**src/rtl/core/fenced_report_scoreboard_top_assert.svh**
```systemverilog
// assertion macros for the fenced report scoreboard
`ifndef FENCED_REPORT_SCOREBOARD_TOP_ASSERT_SVH
`define FENCED_REPORT_SCOREBOARD_TOP_ASSERT_SVH

// property that holds at every edge out of reset
`define FRS_ASSERT_ALWAYS(lbl, clk, rst, cond, msg) \
   lbl: assert property (@(posedge clk) disable iff (rst) (cond)) else $error(msg);

// property with a trigger and a consequence
`define FRS_ASSERT_IMPLY(lbl, clk, rst, trig, cons, msg) \
   lbl: assert property (@(posedge clk) disable iff (rst) (trig) |-> (cons)) else $error(msg);

`endif

```
**src/rtl/core/fenrs_pkg.sv**
```systemverilog
// shared types and constants of the fenced report scoreboard
package fenrs_pkg;

   localparam int QueueDepth  = 16;
   localparam int IdxW        = $clog2(QueueDepth);
   localparam int CntW        = $clog2(QueueDepth + 1);
   localparam int WindowBytes = 16;

   localparam logic [2:0] ACT_ENQUEUE  = 3'd0;
   localparam logic [2:0] ACT_CLEAR    = 3'd1;
   localparam logic [2:0] ACT_COMPLETE = 3'd2;
   localparam logic [2:0] ACT_CONSUME  = 3'd3;
   localparam logic [2:0] ACT_RESET    = 3'd4;

   typedef enum logic [1:0] {
      STATUS_OK       = 2'd0,
      STATUS_DISABLED = 2'd1,
      STATUS_NO_FENCE = 2'd2,
      STATUS_FULL     = 2'd3
   } status_type;

   typedef enum logic [1:0] {
      S_IDLE = 2'd0,
      S_SCAN = 2'd1,
      S_EMIT = 2'd2
   } state_type;

   typedef struct packed {
      logic [31:0] address;
      logic [63:0] fence;
      logic [31:0] sequence_num;
      logic [31:0] generation;
   } entry_type;

   typedef struct packed {
      logic start;
      logic enable;
      logic valid;
   } scan_ctl_type;

   typedef struct packed {
      logic [CntW-1:0] overlaps;
      logic [63:0]     required;
      logic [CntW-1:0] pops;
   } scan_res_type;

endpackage

```
**src/rtl/core/fenrs_cell.sv**
```systemverilog
// one cell of the report ring, passes its entry to the neighbor on shift
module fenrs_cell (
   input  logic                clock,
   input  logic                shift,
   input  logic                load,
   input  fenrs_pkg::entry_type load_data,
   input  fenrs_pkg::entry_type nbr_data,
   output fenrs_pkg::entry_type data
);

   fenrs_pkg::entry_type data_ff;
   fenrs_pkg::entry_type data_in;

   always_comb begin
      data_in = data_ff;
      if (shift) begin
         data_in = load ? load_data : nbr_data;
      end
   end

   always_ff @(posedge clock) begin
      data_ff <= data_in;
   end

   assign data = data_ff;

endmodule

```
**src/rtl/core/fenrs_scan.sv**
```systemverilog
// compare unit at the head of the ring, accumulates over one rotation
module fenrs_scan (
   input  logic                   clock,
   input  logic                   reset,
   input  fenrs_pkg::scan_ctl_type ctl,
   input  fenrs_pkg::entry_type    head,
   input  logic [31:0]             win_address,
   input  logic [31:0]             win_size,
   input  logic [63:0]             done_fence,
   output fenrs_pkg::scan_res_type res
);

   fenrs_pkg::scan_res_type res_ff;
   fenrs_pkg::scan_res_type res_in;
   logic run_ff;
   logic run_in;
   logic [32:0] head_end;
   logic [32:0] new_end;
   logic [32:0] win_end;
   logic ovl_fixed;
   logic ovl_win;

   always_comb begin
      head_end  = {1'b0, head.address} + 33'(fenrs_pkg::WindowBytes);
      new_end   = {1'b0, win_address} + 33'(fenrs_pkg::WindowBytes);
      win_end   = {1'b0, win_address} + {1'b0, win_size};
      ovl_fixed = ({1'b0, head.address} < new_end) && ({1'b0, win_address} < head_end);
      ovl_win   = (win_size != 32'd0) && ({1'b0, head.address} < win_end)
                  && ({1'b0, win_address} < head_end);
   end

   always_comb begin
      res_in = res_ff;
      run_in = run_ff;
      if (ctl.start) begin
         res_in = '0;
         run_in = 1'b1;
      end else if (ctl.enable) begin
         if (ctl.valid && ovl_fixed) begin
            res_in.overlaps = res_ff.overlaps + 1'b1;
         end
         if (ctl.valid && ovl_win && (head.fence > res_ff.required)) begin
            res_in.required = head.fence;
         end
         if (ctl.valid && run_ff && (head.fence <= done_fence)) begin
            res_in.pops = res_ff.pops + 1'b1;
         end else begin
            run_in = 1'b0;
         end
      end
   end

   always_ff @(posedge clock) begin
      if (reset) begin
         res_ff <= '0;
         run_ff <= 1'b0;
      end else begin
         res_ff <= res_in;
         run_ff <= run_in;
      end
   end

   // includes the compare of the current step
   assign res = res_in;

endmodule

```
**src/rtl/core/fenced_report_scoreboard_top.sv**
```systemverilog
// fenced report scoreboard: top level with control and ring of cells
//
// usage:
//   req_* carries one action word, accepted when req_valid is high and
//   req_stall low. rsp_* returns result words, accepted when rsp_valid is
//   high and rsp_stall low; rsp_last marks the final word of an action.
//   csr_* writes the enable register, always ready; write only when idle.
// timing:
//   every action rotates the 16-cell ring once past the head compare unit,
//   and its first result word is loaded into the output register after the
//   rotation. further words of a complete follow one per cycle while
//   rsp_stall is low. one action is in work at a time; req_stall is high
//   from accept until its last word is loaded into the output register.
// reset: synchronous, empties the queue, sequence and generation start at
//   one, enable clears. a stalled result holds the output register and the
//   ring waits.
module fenced_report_scoreboard_top (
   input  logic        clock,
   input  logic        reset,
   input  logic        req_valid,
   output logic        req_stall,
   input  logic [2:0]  req_action,
   input  logic [31:0] req_report_address,
   input  logic [31:0] req_read_size,
   input  logic [63:0] req_record_fence,
   input  logic [63:0] req_submit_fence,
   input  logic [63:0] req_done_fence,
   output logic        rsp_valid,
   input  logic        rsp_stall,
   output logic [1:0]  rsp_status,
   output logic [31:0] rsp_published_sequence,
   output logic [31:0] rsp_published_address,
   output logic [63:0] rsp_published_fence,
   output logic [31:0] rsp_published_generation,
   output logic [63:0] rsp_required_fence,
   output logic [4:0]  rsp_overlap_count,
   output logic [4:0]  rsp_result_count,
   output logic [4:0]  rsp_pending_count,
   output logic        rsp_last,
   input  logic        csr_valid,
   output logic        csr_ready,
   input  logic        csr_enable
);

   `include "fenced_report_scoreboard_top_assert.svh"

   localparam int Depth = fenrs_pkg::QueueDepth;
   localparam int IdxW  = fenrs_pkg::IdxW;
   localparam int CntW  = fenrs_pkg::CntW;

   fenrs_pkg::state_type state_ff, state_in;
   logic [IdxW-1:0] step_ff, step_in;
   logic [2:0]  action_ff, action_in;
   logic [31:0] addr_ff, addr_in;
   logic [31:0] size_ff, size_in;
   logic [63:0] rfence_ff, rfence_in;
   logic [63:0] dfence_ff, dfence_in;
   fenrs_pkg::status_type status_ff, status_in;
   logic enq_ok_ff, enq_ok_in;
   logic multi_ff, multi_in;
   logic [CntW-1:0] count_ff, count_in;
   logic [CntW-1:0] left_ff, left_in;
   logic [CntW-1:0] rcnt_ff, rcnt_in;
   logic [31:0] seq_ff, seq_in;
   logic [31:0] gen_ff, gen_in;
   logic enable_ff, enable_in;

   logic rsp_valid_ff, rsp_valid_in;
   logic [1:0]  status_o_ff, status_o_in;
   logic [31:0] pseq_ff, pseq_in;
   logic [31:0] paddr_ff, paddr_in;
   logic [63:0] pfence_ff, pfence_in;
   logic [31:0] pgen_ff, pgen_in;
   logic [63:0] reqf_ff, reqf_in;
   logic [CntW-1:0] ovl_ff, ovl_in;
   logic [CntW-1:0] rc_ff, rc_in;
   logic [CntW-1:0] pend_ff, pend_in;
   logic last_ff, last_in;

   logic accept;
   logic out_free;
   logic shift;
   logic insert;
   logic out_load;
   logic scan_end;
   fenrs_pkg::scan_ctl_type scan_ctl;
   fenrs_pkg::scan_res_type scan_res;
   fenrs_pkg::entry_type cell_q [Depth];
   fenrs_pkg::entry_type new_entry;

   assign accept   = req_valid && !req_stall;
   assign out_free = !rsp_valid_ff || !rsp_stall;
   assign scan_end = (state_ff == fenrs_pkg::S_SCAN) && (step_ff == IdxW'(Depth - 1));
   assign csr_ready = 1'b1;

   assign new_entry.address      = addr_ff;
   assign new_entry.fence        = rfence_ff;
   assign new_entry.sequence_num = seq_ff;
   assign new_entry.generation   = gen_ff;

   for (genvar i = 0; i < Depth; i++) begin : g_cell
      fenrs_cell u_cell (
         .clock     (clock),
         .shift     (shift),
         .load      ((i == Depth - 1) ? insert : 1'b0),
         .load_data (new_entry),
         .nbr_data  (cell_q[(i + 1) % Depth]),
         .data      (cell_q[i])
      );
   end

   assign scan_ctl.start  = accept;
   assign scan_ctl.enable = (state_ff == fenrs_pkg::S_SCAN);
   assign scan_ctl.valid  = {1'b0, step_ff} < count_ff;

   fenrs_scan u_scan (
      .clock       (clock),
      .reset       (reset),
      .ctl         (scan_ctl),
      .head        (cell_q[0]),
      .win_address (addr_ff),
      .win_size    (size_ff),
      .done_fence  (dfence_ff),
      .res         (scan_res)
   );

   // next state
   always_comb begin
      state_in = state_ff;
      unique case (state_ff)
         fenrs_pkg::S_IDLE: if (accept) state_in = fenrs_pkg::S_SCAN;
         fenrs_pkg::S_SCAN: if (scan_end) state_in = fenrs_pkg::S_EMIT;
         fenrs_pkg::S_EMIT: begin
            if (out_free && (!multi_ff || left_ff == CntW'(1))) begin
               state_in = fenrs_pkg::S_IDLE;
            end
         end
         default: state_in = fenrs_pkg::S_IDLE;
      endcase
   end

   // control outputs
   always_comb begin
      req_stall = 1'b1;
      shift     = 1'b0;
      insert    = 1'b0;
      out_load  = 1'b0;
      unique case (state_ff)
         fenrs_pkg::S_IDLE: req_stall = 1'b0;
         fenrs_pkg::S_SCAN: begin
            shift  = 1'b1;
            insert = enq_ok_ff && ({1'b0, step_ff} == count_ff);
         end
         fenrs_pkg::S_EMIT: begin
            out_load = out_free;
            shift    = out_free && multi_ff;
         end
         default: req_stall = 1'b1;
      endcase
   end

   // datapath
   always_comb begin
      step_in   = step_ff;
      action_in = action_ff;
      addr_in   = addr_ff;
      size_in   = size_ff;
      rfence_in = rfence_ff;
      dfence_in = dfence_ff;
      status_in = status_ff;
      enq_ok_in = enq_ok_ff;
      multi_in  = multi_ff;
      count_in  = count_ff;
      left_in   = left_ff;
      rcnt_in   = rcnt_ff;
      seq_in    = seq_ff;
      gen_in    = gen_ff;
      enable_in = enable_ff;
      if (csr_valid && csr_ready) enable_in = csr_enable;
      if (accept) begin
         step_in   = '0;
         action_in = req_action;
         addr_in   = req_report_address;
         size_in   = req_read_size;
         rfence_in = req_record_fence;
         dfence_in = req_done_fence;
         multi_in  = 1'b0;
         enq_ok_in = 1'b0;
         status_in = fenrs_pkg::STATUS_OK;
         if (!enable_ff && req_action < fenrs_pkg::ACT_RESET) begin
            status_in = fenrs_pkg::STATUS_DISABLED;
         end else if (req_action == fenrs_pkg::ACT_ENQUEUE) begin
            if (req_record_fence == 64'd0) begin
               status_in = fenrs_pkg::STATUS_NO_FENCE;
            end else if (count_ff >= CntW'(Depth)) begin
               status_in = fenrs_pkg::STATUS_FULL;
            end else begin
               enq_ok_in = 1'b1;
            end
         end
      end
      if (state_ff == fenrs_pkg::S_SCAN) step_in = step_ff + 1'b1;
      if (scan_end) begin
         rcnt_in = '0;
         if (enq_ok_ff) begin
            count_in = count_ff + 1'b1;
            seq_in   = seq_ff + 32'd1;
         end
         if (status_ff == fenrs_pkg::STATUS_OK) begin
            case (action_ff)
               fenrs_pkg::ACT_CLEAR: seq_in = seq_ff + 32'd1;
               fenrs_pkg::ACT_COMPLETE: begin
                  count_in = count_ff - scan_res.pops;
                  rcnt_in  = scan_res.pops;
                  left_in  = scan_res.pops;
                  multi_in = scan_res.pops != '0;
               end
               fenrs_pkg::ACT_RESET: begin
                  rcnt_in  = count_ff;
                  count_in = '0;
                  gen_in   = gen_ff + 32'd1;
               end
               default: rcnt_in = '0;
            endcase
         end
      end
      if (out_load && multi_ff) left_in = left_ff - 1'b1;
   end

   // result word
   always_comb begin
      rsp_valid_in = rsp_valid_ff;
      status_o_in  = status_o_ff;
      pseq_in      = pseq_ff;
      paddr_in     = paddr_ff;
      pfence_in    = pfence_ff;
      pgen_in      = pgen_ff;
      reqf_in      = reqf_ff;
      ovl_in       = ovl_ff;
      rc_in        = rc_ff;
      pend_in      = pend_ff;
      last_in      = last_ff;
      if (rsp_valid_ff && !rsp_stall) rsp_valid_in = 1'b0;
      if (out_load) begin
         rsp_valid_in = 1'b1;
         status_o_in  = status_ff;
         pseq_in      = multi_ff ? cell_q[0].sequence_num : 32'd0;
         paddr_in     = multi_ff ? cell_q[0].address : 32'd0;
         pfence_in    = multi_ff ? cell_q[0].fence : 64'd0;
         pgen_in      = multi_ff ? cell_q[0].generation : 32'd0;
         reqf_in      = (action_ff == fenrs_pkg::ACT_CONSUME
                         && status_ff == fenrs_pkg::STATUS_OK) ? scan_res.required : 64'd0;
         ovl_in       = enq_ok_ff ? scan_res.overlaps : '0;
         rc_in        = rcnt_ff;
         pend_in      = count_ff;
         last_in      = !multi_ff || (left_ff == CntW'(1));
      end
   end

   always_ff @(posedge clock) begin
      if (reset) begin
         state_ff     <= fenrs_pkg::S_IDLE;
         step_ff      <= '0;
         enq_ok_ff    <= 1'b0;
         multi_ff     <= 1'b0;
         count_ff     <= '0;
         left_ff      <= '0;
         seq_ff       <= 32'd1;
         gen_ff       <= 32'd1;
         enable_ff    <= 1'b0;
         rsp_valid_ff <= 1'b0;
      end else begin
         state_ff     <= state_in;
         step_ff      <= step_in;
         enq_ok_ff    <= enq_ok_in;
         multi_ff     <= multi_in;
         count_ff     <= count_in;
         left_ff      <= left_in;
         seq_ff       <= seq_in;
         gen_ff       <= gen_in;
         enable_ff    <= enable_in;
         rsp_valid_ff <= rsp_valid_in;
      end
   end

   always_ff @(posedge clock) begin
      action_ff   <= action_in;
      addr_ff     <= addr_in;
      size_ff     <= size_in;
      rfence_ff   <= rfence_in;
      dfence_ff   <= dfence_in;
      status_ff   <= status_in;
      rcnt_ff     <= rcnt_in;
      status_o_ff <= status_o_in;
      pseq_ff     <= pseq_in;
      paddr_ff    <= paddr_in;
      pfence_ff   <= pfence_in;
      pgen_ff     <= pgen_in;
      reqf_ff     <= reqf_in;
      ovl_ff      <= ovl_in;
      rc_ff       <= rc_in;
      pend_ff     <= pend_in;
      last_ff     <= last_in;
   end

   assign rsp_valid                = rsp_valid_ff;
   assign rsp_status               = status_o_ff;
   assign rsp_published_sequence   = pseq_ff;
   assign rsp_published_address    = paddr_ff;
   assign rsp_published_fence      = pfence_ff;
   assign rsp_published_generation = pgen_ff;
   assign rsp_required_fence       = reqf_ff;
   assign rsp_overlap_count        = ovl_ff;
   assign rsp_result_count         = rc_ff;
   assign rsp_pending_count        = pend_ff;
   assign rsp_last                 = last_ff;

   `FRS_ASSERT_ALWAYS(a_count_bound, clock, reset, count_ff <= CntW'(Depth), "queue count over depth")
   `FRS_ASSERT_IMPLY(a_pops_bound, clock, reset, scan_end, scan_res.pops <= count_ff, "pops exceed pending")
   `FRS_ASSERT_IMPLY(a_multi_left, clock, reset, state_ff == fenrs_pkg::S_EMIT && multi_ff, left_ff != '0, "publish with nothing left")

endmodule

```
**config.mk**
```make
export PLATFORM = sky130hd
export DESIGN_NAME = fenced_report_scoreboard_top
export DESIGN_NICKNAME = d
export VERILOG_FILES = /design/src/rtl/core/fenrs_pkg.sv /design/src/rtl/core/fenrs_cell.sv /design/src/rtl/core/fenrs_scan.sv /design/src/rtl/core/fenced_report_scoreboard_top.sv
export VERILOG_INCLUDE_DIRS = /design/src /design/src/rtl/core
export SDC_FILE = /design/constraint.sdc
export NUM_CORES = 2
export LEC_CHECK = 0
export BUFFER_PORTS_ARGS = -buffer_cell sky130_fd_sc_hd__buf_2
export CORE_MARGIN = 2
export CORE_UTILIZATION = 55
export DETAILED_ROUTE_END_ITERATION = 8
export GPL_ROUTABILITY_DRIVEN = 0
export PLACE_DENSITY = 0.79
export SYNTH_ARGS = -nofsm -noshare
export SYNTH_HDL_FRONTEND = slang
export SYNTH_SLANG_ARGS = --single-unit
```
**constraint.sdc**
```tcl
create_clock -name clock -period 67.7 [get_ports clock]
set_input_delay 13.54 -clock clock [delete_from_list [all_inputs] [get_ports clock]]
set_output_delay 13.54 -clock clock [all_outputs]
set_load 0.005 [all_outputs]
```
==> impl_metrics.json <==
{
  "switching_share_pct": 20.6,
  "synthCells": 5516,
  "internal-power_mw": 3.27,
  "ctsRootBufferMaster": "clkbuf_16",
  "worstReg2RegStart": "multi_ff",
  "ios": 510,
  "drt_first_iter_violations": 5601,
  "rsz0062_at_grt": "no",
  "grt_max_degree": 212,
  "status": "completed",
  "io_buffers": 444,
  "crit_path_start_kind": "input port",
  "multiInputGateArea_mm2": 0.0152,
  "die_x_um": 451,
  "worstHoldPathCells": 0,
  "area_delta_synth_final_pct": 14.3,
  "cpMostUsedCell": "buf_4",
  "regToRegEndpoint": "g_cell[10].u_cell.data[149]",
  "cts_resized": 0,
  "grt_usage_pct": 20.4,
  "htreeDepth": 5,
  "via_count": 50188,
  "fp.dieH_um": 451,
  "synthesis.area_mm2": 0.110,
  "insertion_delay_ps": 950,
  "final.setup.tns_ps": 0,
  "seqPwrFrac_pct": 55.1,
  "power.leakage_nw": 41.6,
  "ant_nets": 0,
  "synth_edf_count": 3004,
  "finalSetupViolations": 0,
  "cts_max_path_buffers": 4,
  "ctsHoldBuffers": 0,
  "slew_headroom_pct": 20.2,
  "post_cts_buffers": 0,
  "die-area_mm2": 0.203,
  "cpMaxStageDelayCell": "buf_4",
  "p_comb_share_pct": 3.4,
  "vdd_drop_max_uv": 25.2,
  "path_clk_slew_ps": 60,
  "first_global_vias": 50175,
  "mostFrequentLayoutCells": "edfxtp_1, buf_2, nand2_1, clkbuf_16, ha_1",
  "fmax_mhz": 47.6,
  "gr-total-overflow": 0,
  "cts_buffers": 319,
  "critPathKind": "in2reg",
  "totalWireLength_um": 210000,
  "min_to": "g_cell[6].u_cell.data[6]",
  "fill_cells": 12788,
  "clockPowerShare_pct": 41.5,
  "hold_viol": 0,
  "vias_per_cell": 5.50,
  "worst-r2r-cell-count": 9,
  "end_kind": "register",
  "antenna_found_initial": 28,
  "layout-drive-gt1-share_pct": 17.8,
  "final_util_pct": 63.4,
  "worstPathArrival_ps": 21540,
  "dpl.hpwl_um": 127000,
  "drt-wirelength-per-cell_um": 23.0,
  "drc_errors": 0,
  "start_util_pct": 55.5,
  "layout_commonest_cell": "edfxtp_1",
  "drv_cap": 0,
  "worstMarginPinSlew_ps": 1200,
  "crit_required_ps": 68210,
  "r2r_slack_ps": 58440,
  "clkSinkCount": 3163,
  "syn-num-nets": 6058,
  "finalMaxSlewViolations": 0,
  "cts_tree": "built",
  "grt_pass1_wl_um": 309000,
  "path_buf_inv": 8,
  "yosysWarningCount": 0,
  "crit_path_cell_trace": "buf_2, nand2_1, and3_1, o21a_4, buf_12, buf_4, buf_4, buf_4, buf_4, buf_4, buf_4",
  "worstPathMaxFanout": 211,
  "synth.distinct_cells": 82,
  "yosys_register_bits": 3163,
  "min-delay-start": "g_cell[7].u_cell.data[6]",
  "post-route-period-util_pct": 31.1,
  "min_period_ps": 21030,
  "final-seq-area_mm2": 0.0934,
  "core_area_mm2": 0.198,
  "powerDensity_mw_per_mm2": 32.8,
  "final_nets": 6782,
  "final.setup_skew_ps": 71.8,
  "crit_family": "buffers and inverters",
  "synthArstFlopShare_pct": 0,
  "syn_avg_cell_area_um2": 19.9,
  "synth-seq-area-share_pct": 85.1,
  "rows": 163,
  "min_path_type": "reg2reg",
  "max_stage_delay_ps": 990,
  "drt_pass1_iterations": 6,
  "p_switching_uw": 845,
  "synth_top_flop_cell": "edfxtp_1"
}
logic make-up (layout without fill, tap and decap cells):
family / Yosys count / after routing / share of synthesized area, %
muxes: 291 / 291 / 2.83
and+or+nand+nor: 991 / 991 / 4.56
other: 1 / 16 / 0.00342
buffers and inverters: 277 / 1238 / 1.08
adders and majority gates: 277 / 277 / 3.17
DFF: 3163 / 3163 / 85.1
xor gates and xnor gates: 137 / 137 / 1.09
AOI/OAI and AO/OA: 379 / 379 / 2.16
power by group through the flow:
stage                     logic (mW)  registers [mW]  clock network (mW)
final                          0.140            2.27                1.71
after global routing           0.155            2.27                1.81
after CTS                      0.140            2.27                1.74
after detailed placement       0.138            2.30                   0
after global placement         0.131            2.30                   0
after floorplan               0.0920            2.42                   0
routing by layer:
metal  GRT usage [%]  vias to the layer above  part of all wire [%]  routed length (um)
li1                -                    22593                     -                   -
met1            26.8                    25264                    40               84600
met2            32.9                     1763                    49              103000
met3            3.60                      562                   5.6               11800
met4            10.8                        6                   5.4               11300
met5               0                        -                 0.019                  41
worst max-delay path by stage:
stage,from,endpoint,slack [ps],cells past startpoint
after floorplan,rsp_stall,g_cell[0].u_cell.data[0],20990,4
after global placement,rsp_stall,g_cell[0].u_cell.data[151],46130,11
after detailed placement,rsp_stall,g_cell[0].u_cell.data[151],45740,11
after CTS,rsp_stall,g_cell[12].u_cell.data[145],46820,11
after global routing,rsp_stall,g_cell[10].u_cell.data[149],46060,11
final,rsp_stall,g_cell[10].u_cell.data[149],46670,11
registers in the layout, indices dropped and copies added (netlist names), 64 cells and up:
name	count
dfence_ff	64
g_cell.u_cell.data	2560
rfence_ff	64
rsp_published_fence	64
rsp_required_fence	64
u_scan.res_ff	74
through the flow:
| step | worst slack (ps) | area [um^2] | power, mW | std cells | hold slack, ps |
|---|---|---|---|---|---|
| global route | 46060 | 125000 | 4.24 | 9124 | 387 |
| CTS | 46820 | 125000 | 4.15 | 9117 | 383 |
| finish | 46670 | 125000 | 4.11 | 9132 | 385 |
| floorplan | 20990 | 110000 | 2.52 | 5516 | 400 |
| detailed placement | 45740 | 115000 | 2.44 | 8559 | 405 |
| global placement | 46130 | 115000 | 2.43 | 8559 | 400 |
area by class of cell:
class	instances	share of cell area, %
well taps	2640	2.63
flip-flops and latches	3163	74.4
inverters	175	0.530
multi-input cells	2076	12.1
clock buffers	400	6.88
repair buffers	505	2.20
diodes	15	0.0299
clock inverters	158	1.15
Yosys cell counts (all sizes together) (10+ instances only):
master  count  area (um^2)
nand3      57          285
ha        275         3440
and2      171         1070
a21oi     129          649
o21a       10         75.1
xor2       89          780
mux2i     137         1370
mux2      154         1730
nor3       21          116
o21ai      87          435
inv       175          657
nor2b      20          125
nand4      60          388
xnor2      48          420
and3       39          244
clkbuf     84          315
nor2      119          454
dfxtp     159         3180
and4       20          175
edfxtp   3004        90200
or3        24          155
a21o       67          503
nand2     379         1430
a31oi      10         68.8
buf        18          215
nor4       35          231
or2        11         68.8
o211ai     10         75.1
nand2b     19          119
Power figures use the tool's default switching activity.
